[config.mk]
export PLATFORM = sky130hd
export DESIGN_NAME = lsmc_cell
export DESIGN_NICKNAME = d
export VERILOG_FILES = /design/src/sv/lsmc_pkg.sv /design/src/sv/lsmc_cell.sv
export SDC_FILE = /design/constraint.sdc
export NUM_CORES = 1
export LEC_CHECK = 0
export ABC_AREA = 1
export BUFFER_PORTS_ARGS = -buffer_cell sky130_fd_sc_hd__buf_2
export CAP_MARGIN = 10
export CORE_ASPECT_RATIO = 1.5
export CORE_MARGIN = 4
export CORE_UTILIZATION = 40
export CTS_BUF_LIST = sky130_fd_sc_hd__clkbuf_8
export DETAILED_ROUTE_END_ITERATION = 8
export GPL_ROUTABILITY_DRIVEN = 0
export PLACE_DENSITY = 0.78
export SLEW_MARGIN = 20
export SYNTH_ARGS = -nofsm -noshare
export SYNTH_HDL_FRONTEND = slang
export SYNTH_SLANG_ARGS = --single-unit
[constraint.sdc]
create_clock -name clk_i -period 2 [get_ports clk_i]
set_input_delay 0.2 -clock clk_i [delete_from_list [all_inputs] [get_ports clk_i]]
set_output_delay 0.2 -clock clk_i [all_outputs]
set_load 0.05 [all_outputs]
[src/sv/lsmc_pkg.sv]
// Shared types and constants of the LIFO stack with match count.
package lsmc_pkg;

  localparam int unsigned WordW = 32;

  typedef enum logic [1:0] {
    OP_PUSH  = 2'd0,
    OP_POP   = 2'd1,
    OP_CLEAR = 2'd2,
    OP_COUNT = 2'd3
  } op_e;

  typedef enum logic [1:0] {
    ERR_NONE      = 2'd0,
    ERR_POP_EMPTY = 2'd1,
    ERR_PUSH_FULL = 2'd2
  } err_e;

  typedef enum logic [1:0] {
    ST_IDLE  = 2'b01,
    ST_COUNT = 2'b10
  } state_e;

  typedef struct packed {
    logic push;
    logic pop;
  } cell_ctrl_t;

endpackage

[src/sv/lsmc_cell.sv]
// One stack cell: holds a word, shifts on push and pop, adds its match to a count chain.
module lsmc_cell import lsmc_pkg::*; #(
  parameter int unsigned Idx  = 0,
  parameter int unsigned CntW = 7
) (
  input  logic                    clk_i,
  input  cell_ctrl_t              ctrl_i,
  input  logic [WordW-1:0]        up_word_i,
  input  logic [WordW-1:0]        down_word_i,
  input  logic [WordW-1:0]        key_i,
  input  logic [CntW-1:0]         occ_i,
  input  logic [CntW-1:0]         cnt_i,
  output logic [WordW-1:0]        word_o,
  output logic [CntW-1:0]         cnt_o
);

  logic [WordW-1:0] word_q, word_d;
  logic [CntW-1:0]  cnt_q, cnt_d;
  logic             hit;

  always_comb begin
    word_d = word_q;
    if (ctrl_i.push) begin
      word_d = up_word_i;
    end else if (ctrl_i.pop) begin
      word_d = down_word_i;
    end
  end

  // only entries below the occupancy take part
  assign hit   = (CntW'(Idx) < occ_i) && (word_q == key_i);
  assign cnt_d = cnt_i + CntW'(hit);

  always_ff @(posedge clk_i) begin
    word_q <= word_d;
    cnt_q  <= cnt_d;
  end

  assign word_o = word_q;
  assign cnt_o  = cnt_q;

endmodule

# Word level (Yosys, flattened, before mapping)
# Cells that the tools add are included.
# W data, S select, Z words.
# word_totals
ff_bits	39
input_bits	113
out_inout_bits	39
elab_cells	9
# op_classes
addsub	1
order_cmp	1
n_eq_ne	1
muxes	2
n_reduce_logical	2
# op_table
cell	count
$mux W32	2
$eq A32 B32 Y1	1
$add A7 B1 Y7	1
$lt A1 B7 Y1 const A	1
$reduce_bool A2 Y1	1
$logic_and A1 B1 Y1	1

# Longest topological paths before layout
# Gate-level depths: netlist of the first run.
# logic_depth
ltp_word	3
depth_mapped	14
ltp_nobuf	14

# Worst setup path before layout of the first run
# No wires, ideal clock.
# synth_path
path_kind	register to register
from	register word_q[3], in the netlist word_o[3]
to	register cnt_q[6], in the netlist cnt_o[6]
setup_ns	0.118
t_arrival_ns	1.939
t_required_ns	1.882
setup_slack_ns	-0.057
path_stages_with_launch	13
n_path_buf	0
synth_period_minus_slack_ns	2.057
path_cell_list	edfxtp_1 > nand2_1 > o21ai_1 > or2_0 > nor2_1 > nand3_1 > nor2_1 > ha_1 > ha_1 > nand3_1 > nor2_1 > nand2_1 > xnor2_1
# synth_between
elab_chain_cells	3
# synth_lines
element	line	text
start, declared	lsmc_cell.sv:17	logic [WordW-1:0] word_q, word_d;
start signal, assigned	lsmc_cell.sv:35	word_q <= word_d;
$eq A32 B32 Y1	lsmc_cell.sv:31	assign hit = (CntW'(Idx) < occ_i) && (word_q == key_i);
$logic_and A1 B1 Y1	lsmc_cell.sv:31	
$add A7 B1 Y7	lsmc_cell.sv:32	assign cnt_d = cnt_i + CntW'(hit);
net cnt_d[6]	lsmc_cell.sv:18	logic [CntW-1:0] cnt_q, cnt_d;
end signal, assigned	lsmc_cell.sv:36	cnt_q <= cnt_d;
end, declared	lsmc_cell.sv:18	
# The timed path passes the listed nets, and every way through them passes these cells.
# A chain may end at the register's enable or synchronous reset.

# Worst setup path after layout of the first run
# layout_path
from	register word_q[13], in the netlist word_o[13]
to	register cnt_q[6], in the netlist cnt_o[6]
# The elaborated chain is that of the path after synthesis.

==> flow_summary.json, run 1 <==
{
  "post-synth-top-count-cell": "nand2_1",
  "path_max_fanout": 2,
  "combPwrFrac_pct": 32.0,
  "power_frac_clock_pct": 23.1,
  "drive_gt1_share_pct": 39.4,
  "grt_pass1_wl_um": 9340,
  "vias_per_cell": 4.32,
  "p_int_mw": 1.48,
  "wl_um": 6190,
  "die_area_um2": 6820,
  "synthesis.nets": 414,
  "whs_ns": 0.131,
  "grt_pass1_vias": 2176,
  "cts_tree": "done",
  "required_ns": 2.17,
  "hold_class": "primary input to register",
  "synth_top_area_share_pct": 43.4,
  "synth_cell_types": 19,
  "grt.overflow.total": 0,
  "sw_frac_of_total_pct": 35.2,
  "final_util_pct": 61.3,
  "synth_fa_ha_area_share_pct": 1.13,
  "antenna_found_initial": 0,
  "syn_avg_cell_area_um2": 7.41,
  "path_buf_inv": 0,
  "wl_per_cell_um": 11.8,
  "p_switching_mw": 0.804,
  "status": "finished, final reports clean",
  "ant_nets": 0,
  "num_io_pins": 152,
  "port_buffers": 151,
  "dp_slack_ns": 0.0232,
  "synth_edf_count": 32,
  "fmax_mhz": 510,
  "vias": 2266,
  "core_area_um2": 5250,
  "clk_latency_ns": 0.28,
  "ir_drop_mv": 0.450,
  "setup_ws_ns": 0.0407,
  "path_cells": "nand2_1 > o21ai_1 > or2_1 > nor2_2 > nand3_2 > nor2_2 > ha_2 > ha_4 > nand3_4 > nor2_4 > nand2_2 > xnor2_2",
  "drcViolationCount": 0,
  "power_density_nw_per_um2": 710,
  "gr-usage-all-layers_pct": 18.2,
  "synthMuxAreaShare_pct": 0,
  "synth_top_family_by_area": "simple AND/OR/NAND/NOR gates",
  "yosys.area_share.simple_pct": 33.9,
  "cp-start-kind": "register",
  "cts_max_path_buffers": 2,
  "rsz0062_at_grt": "true",
  "fin_crit_sh_pct": 98.0,
  "cts_root_buf": "clkbuf_8",
  "crit_top_cell": "nor2_2",
  "yosys_warnings": 0,
  "dr.pass1.iters": 4,
  "share_seq_of_total_power_pct": 44.8,
  "hold_buffers": 0,
  "yosysTopAreaCell": "edfxtp_1",
  "synth_common_cells": "nand2_1, inv_1, edfxtp_1, nor2_1, xnor2_1",
  "worst_setup_path_end_kind": "register",
  "ys_top_cells_by_area": "edfxtp_1, nand2_1, inv_1",
  "finalHoldViolations": 0,
  "cap_violations": 0,
  "worst_pin_slew_ns": 0.746,
  "initial_core_util_pct": 42.2,
  "cts_buffers": 5,
  "synthArstFlopShare_pct": 0,
  "clkSinkCount": 39,
  "relSlewSlack_pct": 50.2,
  "ys_seq_elements": 39,
  "crit_arrival_ns": 2.13,
  "power_leakage_nw": 1.84,
  "die_height_um": 99.2,
  "ys_seq_area_share_pct": 49.7,
  "chipWidth_um": 68.8,
  "drt_iter0_markers": 44,
  "finalCriticalPeriod_ns": 1.96,
  "critPathTopFamily": "simple AND/OR/NAND/NOR gates",
  "tns_ns": 0,
  "fin_nets": 571,
  "cp_slowest_cell": "edfxtp_1",
  "worstSetupPathType": "register to register",
  "clk_pin_slew_ns": 0.08,
  "grt_start_max_net_pins": 34,
  "yosys.area_share.xor_xnor_pct": 5.93,
  "dp_hpwl_um": 5070,
  "n_antenna_cell": 0,
  "synth_cells": 299,
  "cpPeakStageDelay_ns": 0.40,
  "slew_violations": 0,
  "clock-skew-final_ns": 0.00573,
  "power_mw": 2.28,
  "htree_levels": 2,
  "synth-main-ff-cell": "edfxtp_1",
  "synth-compound-area-share_pct": 1.13,
  "syn2layout_area_growth_pct": 45.1,
  "syn-cell-area_um2": 2220,
  "setup_viol": 0,
  "rows": 32
}
kinds of logic (layout without fill, tap and decap cells):
logic type,after synthesis,in the layout
flip-flops,39,39
AND/OR/NAND/NOR,192,192
XOR/XNOR,15,15
adder cells (fa/ha/maj),2,2
AO/OA/AOI/OAI,5,5
buffers and inverters,46,204
power groups by stage:
stage | clock network (mW) | logic, mW | registers, mW
2_1_floorplan | 0 | 0.197 | 1.33
3_3_place_gp | 0 | 0.718 | 1.04
3_5_place_dp | 0 | 0.725 | 1.04
4_1_cts | 0.540 | 0.727 | 1.03
5_1_grt | 0.588 | 0.796 | 1.04
6_report | 0.528 | 0.732 | 1.02
path summary, 6_finish.rpt:
path	endpoint	cells after the start	slack, ns	startpoint
max	cnt_o[6]$_DFF_P_	12	0.04	word_o[13]$_DFFE_PP_
min	cnt_o[5]$_DFF_P_	2	0.13	cnt_i[5]
max reg2reg	cnt_o[6]$_DFF_P_	12	0.04	word_o[13]$_DFFE_PP_
min reg2reg	cnt_o[0]$_DFF_P_	6	0.92	word_o[19]$_DFFE_PP_
flip-flops by register name, summed over array words and instances, names as in the netlist:
signal,count
cnt_o,7
word_o,32
cell usage in the layout, fill, tap and decap left out, drive strengths merged:
cell,n
nand2,158
buf,157
inv,40
edfxtp,32
nor2,22
xnor2,10
dfxtp,7
clkbuf,6
o21ai,5
xor2,5
nand3,5
or2,4
nor3,2
ha,2
nor2b,1
clkinv,1
what timing repair did:
action / 4_1_cts / 5_1_grt
setup endpoints to repair: 0 / 3
setup buffers: 0 / 4
resized for setup: 0 / 11
final cells by class:
class	instances	area, um^2
Inverter	39	146
Fill cell	514	2030
Clock inverter	2	8.76
Clock buffer	6	82.6
Sequential cell	39	1100
Timing Repair Buffer	157	801
Multi-Input combinational cell	214	991
Tap cell	68	85.1
through the flow:
stage / area, um^2 / instances
finish: 3220 / 525
global route: 3220 / 525
CTS: 3150 / 521
detailed placement: 3060 / 513
global placement: 3060 / 513
floorplan: 2240 / 299
routing by layer:
layer	global-route usage, %	vias to the layer above	wire, um
li1	-	1215	-
met1	18.3	954	2100
met2	33.7	83	3400
met3	4.75	14	491
met4	7.36	0	196
met5	0	-	0
Note: power is estimated with default switching activity, not from simulation.
==> run 2: changes to the inputs <==
==> constraint.sdc (replaced) <==
create_clock -name clk_i -period 2.2 [get_ports clk_i]
set_input_delay 0.22 -clock clk_i [delete_from_list [all_inputs] [get_ports clk_i]]
set_output_delay 0.22 -clock clk_i [all_outputs]
set_load 0.05 [all_outputs]
==> run 2 against run 1 <==
Maximum frequency decreased by 2.8%. Worst hold slack got worse by 0.0061 ns. Count of clock-buffer cells in the layout decreased by 1. Clock skew increased by 0.0047 ns. Combinational power decreased by 10%. Sequential share of layout area increased by 0.60 points. Register-to-register slack improved by 0.14 ns. Non-clock buffer count decreased by 3. Global-route usage increased by 0.55 points. Sequential cell count unchanged. Die area unchanged. Critical path depth unchanged. Critical path type unchanged. Largest power group unchanged.
==> flow_summary.json, run 2 (synthesis gave the netlist of run 1 again) <==
{
  "status": "finished, final reports clean",
  "wl_per_cell_um": 12.1,
  "cts_max_path_buffers": 2,
  "drt_iter0_markers": 63,
  "antenna_found_initial": 0,
  "clk_latency_ns": 0.29,
  "vias_per_cell": 4.37,
  "gr-usage-all-layers_pct": 18.7,
  "cp-start-kind": "register",
  "cp_slowest_cell": "edfxtp_1",
  "multi_input_comb_area_um2": 943,
  "cts_root_buf": "clkbuf_8",
  "port_buffers": 151,
  "clkSinkCount": 39,
  "syn2layout_area_growth_pct": 42.6,
  "drive_gt1_share_pct": 37.2,
  "drcViolationCount": 0,
  "cts_setup_buffers": 0,
  "fillers": 498,
  "chipWidth_um": 68.8,
  "grt.overflow.total": 0,
  "die_area_um2": 6820,
  "fin_crit_sh_pct": 91.7,
  "worst_pin_slew_ns": 0.535,
  "fmax_mhz": 496,
  "hold_start": "cnt_i[6]",
  "core_area_um2": 5250,
  "worstSetupStartpoint": "word_o[13]$_DFFE_PP_",
  "cts.repair.resized": 0,
  "worstSetupPathType": "register to register",
  "whs_endpoint": "cnt_o[6]$_DFF_P_",
  "ir_drop_mv": 0.431,
  "cpPeakStageDelay_ns": 0.41,
  "vias": 2279,
  "ff_latch_area_um2": 1100,
  "relSlewSlack_pct": 64.3,
  "ant_nets": 0,
  "path_max_fanout": 3,
  "grt_pass1_wl_um": 9480,
  "rrSetupSlack_ns": 0.18,
  "required_ns": 2.37,
  "power_leakage_nw": 1.82,
  "worst_setup_path_end_kind": "register",
  "hold_class": "primary input to register",
  "finalHoldViolations": 0,
  "initial_core_util_pct": 42.2,
  "wl_um": 6300,
  "reg2reg_depth": 12,
  "crit_top_cell": "nor2_1",
  "finalCriticalPeriod_ns": 2.02,
  "die_height_um": 99.2,
  "hold_buffers": 0,
  "tns_ns": 0,
  "r2r-end": "cnt_o[6]$_DFF_P_",
  "cts_buffers": 5,
  "setup_viol": 0,
  "power_density_nw_per_um2": 681,
  "cap_violations": 0,
  "clock-skew-final_ns": 0.0104,
  "num_io_pins": 152,
  "grt_start_max_net_pins": 34,
  "critPathTopFamily": "simple AND/OR/NAND/NOR gates",
  "layout_common_cells": "nand2_1, buf_2, inv_1",
  "post-route-cell-area_um2": 3160,
  "cts_tree": "done",
  "crit_arrival_ns": 2.19,
  "n_antenna_cell": 0,
  "path_buf_inv": 0,
  "reg2reg_from": "word_o[13]$_DFFE_PP_",
  "dp_hpwl_um": 5250,
  "clk_pin_slew_ns": 0.07,
  "path_cells": "nand2_1 > o21ai_0 > or2_0 > nor2_1 > nand3_1 > nor2_1 > ha_2 > ha_2 > nand3_2 > nor2_1 > nand2_1 > xnor2_1",
  "dr.pass1.iters": 4,
  "placed_cell_area_um2": 3040,
  "fin_nets": 568,
  "grt_pass1_vias": 2206,
  "rows": 32,
  "largest_reg_flops": 32,
  "layout_commonest_cell": "nand2_1",
  "htree_levels": 2,
  "hold_depth": 2,
  "slew_violations": 0
}
[run 2: cell types whose count changed in the layout (fill, tap and decap cells not counted), sizes merged]
cell	previous run	this run
clkinv	1	0
buf	157	154
clkbuf	6	5
inv	40	41
bufinv	0	1
[run 2: where the power goes]
group	switching [mW]	leakage [nW]	internal [mW]	total (mW)
clock network	0.235	0.0607	0.330	0.565
logic	0.452	1.37	0.205	0.657
registers	0.0458	0.389	0.886	0.931
[run 2: area by class of cell]
| type | count | area share [%] |
|---|---|---|
| Inverter | 39 | 4.63 |
| Sequential cell | 39 | 34.8 |
| Clock buffer | 5 | 2.18 |
| Tap cell | 68 | 2.69 |
| Multi-Input combinational cell | 214 | 29.8 |
| Clock inverter | 3 | 1.19 |
| Timing Repair Buffer | 154 | 24.6 |
[run 2: per-layer routing]
layer	vias up	track usage (%)	wire [um]
met1	959	17.6	2070
li1	1207	-	-
met2	92	36.2	3540
met3	21	3.39	459
met4	0	9.01	235
met5	-	0	0
[run 2: worst max path at each step]
stage / to / slack, ns / cells past startpoint
after floorplan: cnt_o[6]$_DFF_P_ / 0.14 / 12
after global placement: cnt_o[6]$_DFF_P_ / 0.27 / 12
after detailed placement: cnt_o[6]$_DFF_P_ / 0.18 / 12
after CTS: cnt_o[6]$_DFF_P_ / 0.16 / 12
after global routing: cnt_o[6]$_DFF_P_ / -0.03 / 12
final: cnt_o[6]$_DFF_P_ / 0.18 / 12
[run 2: through the flow]
step / hold slack, ns / worst slack, ns / instances / power [mW] / util (%)
after floorplan: 0.317 / 0.143 / 299 / 1.38 / -
after CTS: 0.114 / 0.165 / 522 / 2.17 / 60.1
after global routing: 0.123 / -0.0283 / 522 / 2.27 / 60.3
after global placement: 0.415 / 0.267 / 514 / 1.59 / 58.0
after detailed placement: 0.419 / 0.179 / 514 / 1.61 / 58.0
final: 0.125 / 0.183 / 522 / 2.15 / 60.3
